### src/hdl/assert_macros.svh
// Assertion helpers shared by the RTL.
`ifndef ASSERT_MACROS_SVH
`define ASSERT_MACROS_SVH

// Property checked on every rising clock edge outside reset.
`define ASSERT_CLK(lbl, clk, rst_n, prop, msg) \
    lbl: assert property (@(posedge clk) disable iff (!rst_n) prop) else $error(msg);

// Condition that must hold on every clock edge outside reset.
`define ASSERT_ALWAYS(lbl, clk, rst_n, cond, msg) \
    `ASSERT_CLK(lbl, clk, rst_n, (cond), msg)

`endif

### src/hdl/lpht_pkg.sv
package lpht_pkg;

    localparam int KEY_W     = 31;
    localparam int CMD_W     = 2;
    localparam int STATUS_W  = 2;
    localparam int FIELD_W   = 11;
    localparam int DIV_STEPS = 31;
    localparam int DEPTH_DEF = 1024;
    localparam int RESET_CAP = 5;

    localparam logic [CMD_W-1:0] CMD_INSERT = 2'd0;
    localparam logic [CMD_W-1:0] CMD_SEARCH = 2'd1;
    localparam logic [CMD_W-1:0] CMD_REMOVE = 2'd2;

    localparam logic [STATUS_W-1:0] STATUS_DONE   = 2'd0;
    localparam logic [STATUS_W-1:0] STATUS_FULL   = 2'd1;
    localparam logic [STATUS_W-1:0] STATUS_ABSENT = 2'd2;

    typedef struct packed {
        logic             start;
        logic [KEY_W-1:0] dividend;
    } t_mod_req;

endpackage

### src/hdl/lpht_mod.sv
module lpht_mod #(
    parameter int CW = lpht_pkg::FIELD_W
) (
    input  logic               i_clk,
    input  logic               i_rst_n,
    input  lpht_pkg::t_mod_req i_req,
    input  logic [CW-1:0]      i_divisor,
    output logic               o_done,
    output logic [CW-1:0]      o_rem
);

    logic                      r_busy, n_busy;
    logic [4:0]                r_cnt, n_cnt;
    logic [CW-1:0]             r_rem, n_rem;
    logic [lpht_pkg::KEY_W-1:0] r_dvd, n_dvd;
    logic [CW:0]               s_trial;

    // restoring remainder, one dividend bit per cycle
    always_comb begin
        n_busy  = r_busy;
        n_cnt   = r_cnt;
        n_rem   = r_rem;
        n_dvd   = r_dvd;
        s_trial = {r_rem, r_dvd[lpht_pkg::KEY_W-1]};
        if (i_req.start) begin
            n_busy = 1'b1;
            n_cnt  = 5'(lpht_pkg::DIV_STEPS);
            n_rem  = '0;
            n_dvd  = i_req.dividend;
        end else if (r_busy) begin
            if (r_cnt == 5'd0) begin
                n_busy = 1'b0;
            end else begin
                n_cnt = r_cnt - 5'd1;
                n_dvd = {r_dvd[lpht_pkg::KEY_W-2:0], 1'b0};
                if (s_trial >= {1'b0, i_divisor}) begin
                    n_rem = CW'(s_trial - {1'b0, i_divisor});
                end else begin
                    n_rem = s_trial[CW-1:0];
                end
            end
        end
    end

    always_ff @(posedge i_clk) begin
        if (!i_rst_n) begin
            r_busy <= 1'b0;
            r_cnt  <= '0;
        end else begin
            r_busy <= n_busy;
            r_cnt  <= n_cnt;
        end
        r_rem <= n_rem;
        r_dvd <= n_dvd;
    end

    assign o_done = r_busy && (r_cnt == 5'd0);
    assign o_rem  = r_rem;

endmodule

### config.mk
export PLATFORM = sky130hd
export DESIGN_NAME = lpht_mod
export DESIGN_NICKNAME = d
export VERILOG_FILES = /design/src/hdl/assert_macros.svh /design/src/hdl/lpht_pkg.sv /design/src/hdl/lpht_mod.sv
export SDC_FILE = /design/constraint.sdc
export NUM_CORES = 1
export LEC_CHECK = 0
export BUFFER_PORTS_ARGS = -buffer_cell sky130_fd_sc_hd__buf_2
export CELL_PAD_IN_SITES_DETAIL_PLACEMENT = 1
export CELL_PAD_IN_SITES_GLOBAL_PLACEMENT = 1
export CORE_ASPECT_RATIO = 0.9
export CORE_MARGIN = 10
export CORE_UTILIZATION = 43
export CTS_CLUSTER_SIZE = 40
export DETAILED_ROUTE_END_ITERATION = 10
export PLACE_DENSITY_LB_ADDON = 0.05
export REMOVE_ABC_BUFFERS = 1
export SYNTH_ARGS = -nofsm -noshare
export SYNTH_HDL_FRONTEND = slang
export SYNTH_SLANG_ARGS = --single-unit
### constraint.sdc
create_clock -name i_clk -period 3.1 [get_ports i_clk]
set_clock_uncertainty 0.1 [all_clocks]
set_input_delay 0.155 -clock i_clk [delete_from_list [all_inputs] [get_ports i_clk]]
set_output_delay 0.155 -clock i_clk [all_outputs]
set_load 0.01 [all_outputs]
* After elaboration in Yosys (flattened, before gate mapping)
Index checks and enable logic that the tools add are counted.
** Cells by class
- Add/sub/neg operators :: 2
- $lt $le $gt $ge :: 1
- Equality and inequality tests :: 1
- Multiplexer cells :: 10
- Bitwise gates (word level) :: 1
- Reductions and logical operators :: 5
** Operator list (count)
- 2-to-1 mux 31 bit :: 3
- 2-to-1 mux 5 bit :: 3
- greater-or-equal comparator 12 x 11 -> 1 bit :: 1
- 2-to-1 mux 11 bit :: 1
- subtractor 11 bit :: 1
- logical NOT 5 bit :: 1
- subtractor 5 x 1 -> 5 bit, second input constant :: 1
- AND reduction 2 bit :: 2
- 2-to-1 mux 1 bit :: 3
- inequality test 2 bit, second input constant :: 1
- nonzero test 2 bit :: 1
- logical AND 1 bit :: 1
- NOT 1 bit :: 1
** Word-level totals
- Register bits :: 48
- Input port bits :: 45
- Output and inout port bits :: 12
- Logic and storage cells :: 24

* Logic depth before layout (Yosys ltp)
Gate-level depths: netlist (run 1).
- Depth in word-level cells :: 4
- Gate-level depth with buffers :: 10
- Mapped depth without buffers :: 9

* Worst setup path after synthesis (run 1)
No wires, ideal clock.
- Kind :: reg-to-reg
- Start :: reg r_cnt[0]
- End :: reg r_busy
- Setup time :: 0.121 ns
- Arrival :: 2.124 ns
- Required time :: 2.879 ns
- Slack :: 0.756 ns
- Cell stages (with the launch flop) :: 8
- Path buffers :: 1
- Period minus slack after synthesis :: 2.344 ns
- Cells stage by stage :: dfxtp_1 -> inv_1 -> ha_1 -> nor4b_1 -> nand2b_1 -> buf_2 -> nand2b_1 -> and2_1
** On the way
- Cells in the longest elaborated chain, start to end :: 4
** RTL lines
- start: declaration :: RTL line lpht_mod.sv:13 : logic [4:0] r_cnt, n_cnt;
- start signal: assignment :: RTL line lpht_mod.sv:51 : r_cnt <= n_cnt;
- logical NOT 5 bit :: RTL line lpht_mod.sv:31 : if (r_cnt == 5'd0) begin
- 2-to-1 mux 1 bit :: RTL line lpht_mod.sv:31
- 2-to-1 mux 1 bit :: RTL line lpht_mod.sv:30 : end else if (r_busy) begin
- 2-to-1 mux 1 bit :: RTL line lpht_mod.sv:25 : if (i_req.start) begin
- end signal: assignment :: RTL line lpht_mod.sv:50 : r_busy <= n_busy;
- end: declaration :: RTL line lpht_mod.sv:12 : logic r_busy, n_busy;
No other way between the ends.
A chain may end at the register's enable or synchronous reset.

* Final worst setup path (run 1)
- Start :: reg r_dvd[30] (netlist name)
- End :: reg r_rem[10], in the netlist o_rem[10]
** On the way
- Cells in the longest elaborated chain, start to end :: 2
- Elaborated cells between the ends (all ways) :: 3
- Those cells by class :: add/sub: 1; order compare: 1; mux: 1
** RTL lines
- start: declaration :: RTL line lpht_mod.sv:15 : logic [lpht_pkg::KEY_W-1:0] r_dvd, n_dvd;
- start signal: assignment :: RTL line lpht_mod.sv:54 : r_dvd <= n_dvd;
- subtractor 11 bit / greater-or-equal comparator 12 x 11 -> 1 bit (equally long branches) :: RTL line lpht_mod.sv:37, lpht_mod.sv:36
- 2-to-1 mux 11 bit (*) :: RTL line lpht_mod.sv:36 : if (s_trial >= {1'b0, i_divisor}) begin
- end signal: assignment :: RTL line lpht_mod.sv:53 : r_rem <= n_rem;
- end: declaration :: RTL line lpht_mod.sv:14 : logic [CW-1:0] r_rem, n_rem;
Mark *: on every way between the ends. The rest lies on a longest branch, timed or not.

==> impl_metrics.json, run 1 <==
{
  "drc": 0,
  "antenna_left": 0,
  "hold_path_depth": 2,
  "yosysMostFrequentCell": "edfxtp_1",
  "design_area_sq_mm": 0.00318,
  "die_w_um": 103,
  "grt_remaining_overflow": 0,
  "layout.cells.non_filler": 370,
  "start_util": 0.441,
  "firstDrtPassIters": 4,
  "io_buffers": 56,
  "max-slew-margin-rel": 0.615,
  "rsz0062_at_grt": "false",
  "nets": 356,
  "grt_pass1_wl_um": 9750,
  "wl_met1_um": 2900,
  "io_pins": 57,
  "reg2reg_to": "o_rem[10]",
  "yosysWarnings": 0,
  "place_area_sq_mm": 0.00304,
  "wl_um": 6080,
  "max-clock-path-buffers": 2,
  "async_flop_share": 0,
  "hold_class": "in -> reg",
  "maxCapViolations": 0,
  "outcome": "completed",
  "synth-main-ff-cell": "edfxtp_1",
  "row_count": 27,
  "reg2reg_from": "r_dvd[30]",
  "cts_made_buffers": 5,
  "period_share": 0.873,
  "insertedDiodeCount": 0,
  "synth_top_area_frac": 0.347,
  "drt-initial-drc-count": 51,
  "setup_viol": 0,
  "netlist_instances": 239,
  "ys_top_cells_by_count": "31 x edfxtp_1, 30 x mux2_2, 17 x dfxtp_1",
  "ys_seq_area_frac": 0.474,
  "num_vias": 1983,
  "crit_type": "reg -> reg",
  "clock_latency_ns": 0.30,
  "routed.top_layer": "met4",
  "reg2regPathDepth": 9,
  "cts_resized": 0,
  "ys_seq_elements": 48,
  "synth-edff-count": 31,
  "clkTransAtPathRegs_ns": 0.09,
  "final-hold-violation-count": 0,
  "fp.coreArea_sq_mm": 0.00608,
  "drv_slew": 0,
  "ctsHoldBuffers": 0,
  "dp.cells": 362,
  "syn_area_sq_mm": 0.00268,
  "r2r_slack_ns": 0.39,
  "clkSinkCount": 48,
  "cts_setup_buffers": 0,
  "hp-start": "i_rst_n",
  "cp.required_ns": 3.21,
  "hold_path_end": "r_cnt[1]",
  "die_area_sq_mm": 0.00980,
  "grt_pass1_vias": 1960,
  "wl_met3_um": 311,
  "vdd_drop_max_v": 0.000302,
  "finalPower_mw": 1.75,
  "met2_length_um": 2830,
  "worst_slew_pin_slew_ns": 0.574,
  "cts-root-buf": "clkbuf_8",
  "place.gp.congestion": 0.789,
  "synth.area.top_cells": "edfxtp_1 35%, dfxtp_1 13%, mux2_2 13%, ha_1 6.1%, xnor2_1 2.3%",
  "grtUsageTotal": 0.125,
  "wl_per_cell_um": 16.4,
  "synth_cell_types": 47,
  "crit_fanout": 9,
  "die_h_um": 94.9,
  "grt_antenna_before_repair": 0,
  "yosysTopAreaCell": "edfxtp_1",
  "viasPerCell": 5.36,
  "p_per_area_mw_per_mm2": 549,
  "grt_max_degree": 21,
  "fmax_ghz": 0.369,
  "layout_min_cycle_time_ns": 2.71,
  "syn_avg_cell_area_sq_um": 11.2,
  "cts_tree": "done",
  "dp_hpwl_um": 4640,
  "htree_levels": 2,
  "end_kind": "flop",
  "p_leak_nw": 1.35,
  "drive_gt1_frac": 0.349,
  "setup_tns_ns": 0,
  "area_growth_pct": 18.6,
  "crit_arrival_ns": 2.82,
  "critPathLaunchType": "flop"
}
[critical path: stages, from the launching register on]
cell and delay (ns):
edfxtp_1 0.33, inv_1 0.05, ha_1 0.20, fa_1 0.40, nand2b_1 0.18, o2bb2ai_1 0.20
a211oi_4 0.27, or3_1 0.43, o2111ai_1 0.20, a311oi_2 0.26
[stage by stage]
stage / hold WS, ns / util / setup slack [ns]
6_report: 0.0299 / 0.523 / 0.393
2_1_floorplan: 0.123 / - / 0.675
5_1_grt: 0.0253 / 0.523 / 0.179
3_5_place_dp: 0.343 / 0.500 / 0.365
3_3_place_gp: 0.339 / 0.500 / 0.453
4_1_cts: 0.0219 / 0.523 / 0.343
[registers in the layout, summed over array words and instances, names as in the netlist]
register / flops
r_dvd: 31
o_rem: 11
r_cnt: 5
r_busy: 1
[report_power, final]
| group | switching, mW | internal [mW] | total (mW) |
|---|---|---|---|
| clock | 0.216 | 0.325 | 0.541 |
| sequential | 0.0325 | 0.762 | 0.795 |
| combinational | 0.222 | 0.190 | 0.412 |
[worst max path at each step]
stage | start | to | slack, ns | depth (start not counted)
global route | r_dvd[30] | o_rem[10] | 0.18 | 9
finish | r_dvd[30] | o_rem[10] | 0.39 | 9
floorplan | r_dvd[30] | o_rem[10] | 0.68 | 9
CTS | r_dvd[30] | o_rem[10] | 0.34 | 9
global placement | r_dvd[30] | o_rem[10] | 0.45 | 9
detailed placement | r_dvd[30] | o_rem[10] | 0.36 | 9
[cell usage in the layout, fill, tap and decap left out, types with 3 or more instances in the layout]
cell	instances
nor2b_1	5
ha_1	13
clkbuf_8	5
nand2_1	8
o21a_1	8
o31ai_1	3
a211oi_1	7
xnor2_1	7
nand3_1	5
dfxtp_1	17
edfxtp_1	31
nor2_1	16
mux2i_1	5
buf_4	5
nand2b_1	5
buf_2	56
and2_1	3
a21oi_1	12
nor4_1	4
inv_1	15
nor3_1	5
mux2_2	30
[area by class of cell]
cell class                 count  area, sq um
fill                         684         2900
multi-input combinational    166         1310
sequential                    48         1270
timing repair buffer          61          318
tap                           72         90.1
clock buffer                   5         68.8
clock inverter                 3         68.8
inverter                      15         56.3
[routing by layer]
layer,GRT usage,vias to the layer above
li1,-,992
met1,0.172,948
met2,0.192,39
met3,0.0358,4
met4,0.0243,0
met5,0,-
[cell families (layout without fill, tap and decap cells)]
group,after synthesis,after routing,share of synthesized area
buffers and inverters,25,84,0.0387
multiplexers,35,35,0.145
adder cells (fa/ha/maj),14,14,0.0681
AND/OR/NAND/NOR,62,62,0.121
XOR/XNOR,9,9,0.0294
flip-flops,48,48,0.474
AO/OA/AOI/OAI,46,46,0.124
No activity file was read; power rests on OpenSTA's default activity.
==> inputs of run 2 (changes only) <==
--- a/config.mk
+++ b/config.mk
@@ -5,14 +5,16 @@
 export SDC_FILE = /design/constraint.sdc
 export NUM_CORES = 1
 export LEC_CHECK = 0
+export ABC_AREA = 1
 export BUFFER_PORTS_ARGS = -buffer_cell sky130_fd_sc_hd__buf_2
 export CELL_PAD_IN_SITES_DETAIL_PLACEMENT = 1
 export CELL_PAD_IN_SITES_GLOBAL_PLACEMENT = 1
 export CORE_ASPECT_RATIO = 0.9
 export CORE_MARGIN = 10
-export CORE_UTILIZATION = 43
+export CORE_UTILIZATION = 40
 export CTS_CLUSTER_SIZE = 40
 export DETAILED_ROUTE_END_ITERATION = 10
+export MAX_ROUTING_LAYER = met4
 export PLACE_DENSITY_LB_ADDON = 0.05
 export REMOVE_ABC_BUFFERS = 1
 export SYNTH_ARGS = -nofsm -noshare
==> run 2 against run 1 <==
Effect of this change: die area grew 15%; highest routed layer unchanged; combinational power is 43% lower; fmax up 19%; critical endpoint is now o_rem[0]; largest power group unchanged; count of clock-buffer cells in the layout did not move; routed wire length increased by 29%; final cell count rose by 46%; core utilization decreased by 4.4 points; via count is 31% higher; synthesized cell count grew 64%; power shrank 16%; cell area rose by 7.6%; worst hold slack lost 0.017 ns.
==> impl_metrics.json, run 2 <==
{
  "synth.area.top_cells": "edfxtp_1 31%, nand2_1 21%, dfxtp_1 11%, inv_1 7.0%, ha_1 5.5%",
  "met1_usage": 0.186,
  "worst_slack_ns": 0.821,
  "pre_cts_slack_ns": 0.850,
  "drive_gt1_frac": 0.212,
  "synth.area.mux_share": 0,
  "fmax_ghz": 0.439,
  "maxCapViolations": 0,
  "cts_tree": "done",
  "synth-edff-count": 31,
  "start_util": 0.417,
  "busiest_layer": "met2",
  "reg2regPathDepth": 13,
  "yosysMostFrequentCell": "nand2_1",
  "vdd_drop_max_v": 0.000192,
  "period_share": 0.735,
  "drt-initial-drc-count": 143,
  "top_register": "r_dvd",
  "syn_area_sq_mm": 0.00298,
  "rsz0062_at_grt": "false",
  "nets": 506,
  "design_area_sq_mm": 0.00342,
  "ys_top_cells_by_count": "163 x nand2_1, 56 x inv_1, 31 x edfxtp_1",
  "dp.cells": 533,
  "final-hold-violation-count": 0,
  "synth-main-ff-cell": "edfxtp_1",
  "layout_min_cycle_time_ns": 2.28,
  "viasPerCell": 4.80,
  "grt_antenna_before_repair": 0,
  "crit_fanout": 12,
  "fp.coreArea_sq_mm": 0.00715,
  "grt_max_degree": 37,
  "grt_use_met2": 0.213,
  "hp-start": "i_req[0]",
  "netlist_instances": 393,
  "grt_remaining_overflow": 0,
  "p_leak_nw": 1.82,
  "dp_hpwl_um": 6190,
  "p_per_area_mw_per_mm2": 427,
  "max-slew-margin-rel": 0.700,
  "r2r_slack_ns": 0.82,
  "max-clock-path-buffers": 2,
  "synth_cell_types": 31,
  "wl_um": 7830,
  "grtUsageTotal": 0.140,
  "antenna_left": 0,
  "hold_path_depth": 3,
  "synth_top_area_frac": 0.312,
  "ys_seq_area_frac": 0.426,
  "largest_reg_flops": 31,
  "grt_pass1_vias": 2694,
  "wl_per_cell_um": 14.5,
  "insertedDiodeCount": 0,
  "cts_resized": 0,
  "yosysWarnings": 0,
  "place.gp.congestion": 0.855,
  "yosysTopAreaCell": "edfxtp_1",
  "worst_slew_pin_slew_ns": 0.449,
  "hold_ws_ns": 0.0130,
  "layout_common_cells": "162 x nand2_1, 56 x inv_1, 56 x buf_2",
  "drv_slew": 0,
  "crit_arrival_ns": 2.38,
  "hold_path_end": "r_dvd[0]",
  "grt_pass1_wl_um": 12800,
  "critPathSlowestCell": "fa_1",
  "syn_avg_cell_area_sq_um": 7.59,
  "io_buffers": 56,
  "reg2reg_to": "o_rem[0]",
  "clock_latency_ns": 0.30,
  "setup_tns_ns": 0,
  "firstDrtPassIters": 4,
  "cp_cell_sequence": "inv_1, ha_1, fa_1, inv_1, nand2_1, nand2_1, nand2_2, nand2_1, nand2_2, nand3_4, nand2_1, nand3_1, o21ai_0",
  "ctsHoldBuffers": 0,
  "critPathLaunchType": "flop",
  "met3_usage": 0.0281,
  "htree_levels": 2,
  "layout.cells.non_filler": 541,
  "cp.required_ns": 3.20,
  "cts-root-buf": "clkbuf_8",
  "async_flop_share": 0,
  "outcome": "completed",
  "num_vias": 2595,
  "die_w_um": 111,
  "cp_common_cell": "nand2_1",
  "synth_xor_area_frac": 0.0147,
  "area_growth_pct": 14.8,
  "end_kind": "flop",
  "synthAdderAreaFrac": 0.0613,
  "die_h_um": 102,
  "row_count": 29,
  "final_common_cell": "nand2_1",
  "synth_top_family_by_area": "simple AND/OR/NAND/NOR gates",
  "die_area_sq_mm": 0.0113,
  "io_pins": 57,
  "ys_seq_elements": 48,
  "critical-path-max-stage-delay_ns": 0.40,
  "reg2reg_from": "r_dvd[30]",
  "clkSinkCount": 48,
  "crit_type": "reg -> reg",
  "setup_viol": 0,
  "synth-compound-area-share": 0.0361,
  "clkTransAtPathRegs_ns": 0.09,
  "cts_setup_buffers": 0,
  "place_area_sq_mm": 0.00331,
  "nFillCells": 921,
  "drc": 0,
  "synthSimpleGateAreaFrac": 0.347,
  "cts_made_buffers": 5,
  "hold_class": "in -> reg"
}
run 2: cell count changes in the layout (fill, tap and decap cells not counted), moves of 6 or more:
| cell | previous run | this run |
|---|---|---|
| nand2_1 | 8 | 162 |
| inv_1 | 15 | 56 |
| mux2_2 | 30 | 0 |
| nand3_1 | 5 | 22 |
| nand4_1 | 1 | 14 |
| nand2_2 | 1 | 10 |
| o21a_1 | 8 | 0 |
| nand3_2 | 0 | 7 |
| a211oi_1 | 7 | 1 |
| xnor2_1 | 7 | 1 |
run 2: power by group:
group          total (mW)  switching (mW)  leakage (nW)  internal, mW
Clock               0.459           0.220        0.0558         0.239
Combinational       0.233           0.147          1.31        0.0860
Sequential          0.768          0.0189         0.456         0.749
Total                1.46           0.386          1.82          1.07
run 2: worst max-delay path: cells and delay by family, from the launching register on:
family / cells / cell delay (ns)
simple gates: 8 / 0.88
fa+ha+maj: 2 / 0.60
buf+inv: 2 / 0.17
compound gates: 1 / 0.08
flops: 1 / 0.34
run 2: how the worst max path moves through the flow:
stage                     slack, ns       from  cells after the start  endpoint
after global routing           0.64  r_dvd[30]                     13  o_rem[0]
after floorplan                0.61   r_cnt[0]                      8  r_cnt[3]
after global placement         0.94  r_dvd[30]                     13  o_rem[0]
after CTS                      0.84  r_dvd[30]                     13  o_rem[0]
final                          0.82  r_dvd[30]                     13  o_rem[0]
after detailed placement       0.85  r_dvd[30]                     13  o_rem[0]
run 2: cell families (layout without fill, tap and decap cells):
kind of cell               Yosys count  after routing
AOI/OAI and AO/OA                   18             18
xor gates and xnor gates             5              5
adders and majority gates           14             14
buffers and inverters               76            131
DFF                                 48             48
and+or+nand+nor                    232            232
run 2: per-stage QoR:
stage | util | total power, mW
floorplan | - | 0.924
global placement | 0.463 | 1.01
detailed placement | 0.463 | 1.02
CTS | 0.479 | 1.48
global route | 0.479 | 1.54
finish | 0.479 | 1.46
run 2: layout make-up:
class | instances | area [sq um] | share of cell area
Clock inverter | 3 | 42.5 | 0.0124
Clock buffer | 5 | 68.8 | 0.0201
Tap cell | 93 | 116 | 0.0340
Multi-Input combinational cell | 269 | 1370 | 0.401
Inverter | 62 | 233 | 0.0680
Timing Repair Buffer | 61 | 318 | 0.0929
Sequential cell | 48 | 1270 | 0.371
run 2: layer usage:
| layer | routed length [um] | up-vias |
|---|---|---|
| met4 | 74 | 0 |
| li1 | - | 1336 |
| met3 | 305 | 9 |
| met2 | 3510 | 46 |
| met1 | 3940 | 1204 |
| met5 | 0 | - |
==> inputs of run 3 (changes only) <==
--- a/config.mk
+++ b/config.mk
@@ -5,13 +5,13 @@
 export SDC_FILE = /design/constraint.sdc
 export NUM_CORES = 1
 export LEC_CHECK = 0
-export ABC_AREA = 1
+export ABC_AREA = 0
 export BUFFER_PORTS_ARGS = -buffer_cell sky130_fd_sc_hd__buf_2
 export CELL_PAD_IN_SITES_DETAIL_PLACEMENT = 1
 export CELL_PAD_IN_SITES_GLOBAL_PLACEMENT = 1
 export CORE_ASPECT_RATIO = 0.9
 export CORE_MARGIN = 10
-export CORE_UTILIZATION = 40
+export CORE_UTILIZATION = 38
 export CTS_CLUSTER_SIZE = 40
 export DETAILED_ROUTE_END_ITERATION = 10
 export MAX_ROUTING_LAYER = met4
==> constraint.sdc (replaced) <==
create_clock -name i_clk -period 2.05 [get_ports i_clk]
set_clock_uncertainty 0.1 [all_clocks]
set_input_delay 0.1025 -clock i_clk [delete_from_list [all_inputs] [get_ports i_clk]]
set_output_delay 0.1025 -clock i_clk [all_outputs]
set_load 0.01 [all_outputs]
==> run 3 against run 2 <==
Effect of this change: the run now ends with negative setup slack left; sequential power up 56%; register-to-register slack worse by 1.1 ns; count of clock-buffer cells in the layout stayed put; critical path depth is 3 lower; first-iteration DRC count shrank 71%; combinational power increased to 3.9 times the previous value; critical endpoint is now o_rem[5]; largest cell class unchanged.
==> impl_metrics.json, run 3 (synthesis results as in run 1) <==
{
  "critPathLaunchType": "flop",
  "max-clock-path-buffers": 2,
  "drive_gt1_frac": 0.461,
  "clkTransAtPathRegs_ns": 0.09,
  "cts_tree": "done",
  "crit_type": "reg -> reg",
  "end_kind": "flop",
  "place_area_sq_mm": 0.00341,
  "p_per_area_mw_per_mm2": 722,
  "grtUsageTotal": 0.133,
  "place.gp.congestion": 0.798,
  "dp_hpwl_um": 5430,
  "htree_levels": 2,
  "final-hold-violation-count": 0,
  "cts_made_buffers": 5,
  "rsz0062_at_grt": "true",
  "nets": 420,
  "grt_pass1_wl_um": 11500,
  "layout_min_cycle_time_ns": 2.28,
  "max-slew-margin-rel": 0.745,
  "setup_viol": 11,
  "design_area_sq_mm": 0.00385,
  "grt_max_degree": 33,
  "period_share": 1.11,
  "nFillCells": 760,
  "hold_class": "in -> reg",
  "fmax_ghz": 0.438,
  "cp_cell_sequence": "inv_2, ha_4, fa_2, nand2b_4, o2bb2ai_4, a211oi_4, or3_4, buf_6, mux2i_1, a211oi_2",
  "crit_fanout": 4,
  "num_vias": 2233,
  "io_buffers": 56,
  "die_area_sq_mm": 0.0108,
  "area_growth_pct": 43.7,
  "hold_path_depth": 2,
  "wl_per_cell_um": 15.7,
  "outcome": "finished with violations",
  "io_pins": 57,
  "maxCapViolations": 0,
  "viasPerCell": 4.94,
  "grt_remaining_overflow": 0,
  "cp.required_ns": 2.13,
  "die_h_um": 99.7,
  "row_count": 28,
  "r2r_slack_ns": -0.23,
  "p_leak_nw": 1.67,
  "crit_arrival_ns": 2.36,
  "layout_common_cells": "56 x buf_2, 47 x buf_4, 31 x edfxtp_1",
  "antenna_left": 0,
  "reg2reg_to": "o_rem[5]",
  "vdd_drop_max_v": 0.000423,
  "drc": 0,
  "violations": "negative setup slack",
  "dp.cells": 422,
  "cts-root-buf": "clkbuf_8",
  "drv_slew": 0,
  "critPathBufInv": 2,
  "worst_slew_pin_slew_ns": 0.378,
  "reg2reg_from": "r_dvd[30]",
  "start_util": 0.399,
  "layout.cells.non_filler": 452,
  "die_w_um": 109,
  "fp.coreArea_sq_mm": 0.00673,
  "critical-path-max-stage-delay_ns": 0.34,
  "final_common_cell": "buf_2",
  "top_register": "r_dvd",
  "worst_slack_ns": -0.231,
  "hold_path_end": "r_dvd[15]",
  "grt_pass1_vias": 2365,
  "grt_antenna_before_repair": 0,
  "drt-initial-drc-count": 41,
  "crit_family": "adder cells",
  "wl_um": 7110,
  "largest_reg_flops": 31,
  "hp-start": "i_req[15]",
  "clock_latency_ns": 0.30,
  "final_util": 0.573,
  "hold_ws_ns": 0.00511,
  "clkSinkCount": 48,
  "insertedDiodeCount": 0,
  "critPathSlowestCell": "edfxtp_1",
  "reg2regPathDepth": 10,
  "firstDrtPassIters": 4
}
-- run 3: where the power goes --
group / internal, mW / total, mW / switching (mW)
Sequential: 1.15 / 1.20 / 0.0440
Clock: 0.362 / 0.678 / 0.317
Combinational: 0.483 / 0.907 / 0.424
Total: 2.00 / 2.78 / 0.784
-- run 3: stage by stage --
| step | TNS (ns) | power, mW | setup WS, ns |
|---|---|---|---|
| after floorplan | -12.18 | 1.65 | -0.375 |
| after global placement | -2.97 | 2.00 | -0.315 |
| after detailed placement | -3.79 | 2.02 | -0.403 |
| after CTS | -1.36 | 2.78 | -0.165 |
| after global routing | -2.60 | 2.95 | -0.299 |
| final | -1.48 | 2.78 | -0.231 |
-- run 3: how the worst max path moves through the flow --
stage	start	to	slack [ns]	cells after the start
final	r_dvd[30]	o_rem[5]	-0.23	10
after global routing	r_dvd[30]	o_rem[5]	-0.30	10
after CTS	r_dvd[30]	o_rem[5]	-0.16	10
after detailed placement	r_dvd[30]	o_rem[10]	-0.40	10
after global placement	r_dvd[30]	o_rem[10]	-0.31	10
after floorplan	r_dvd[30]	o_rem[10]	-0.37	9
-- run 3: layer usage --
layer	routed length, um	GRT usage
met5	0	-
met2	3460	0.213
met1	3380	0.169
met3	246	0.0316
met4	26	0.0182
-- run 3: what timing repair did --
action                                  in CTS  in global routing
pin swaps                                    7                  4
endpoints found under the setup margin      11                 19
hold buffers                                15                  3
setup buffers                                2                  2
hold endpoints to repair                    19                  3
gates resized for setup                     17                  7
-- run 3: area by class of cell --
class                   count  area, sq um  share of cell area
clock buffers               5         68.8              0.0179
clock inverters             3         42.5              0.0110
well taps                  90          113              0.0292
inverters                  15         56.3              0.0146
multi-input cells         166         1430               0.370
flip-flops and latches     48         1270               0.330
repair buffers            125          876               0.227
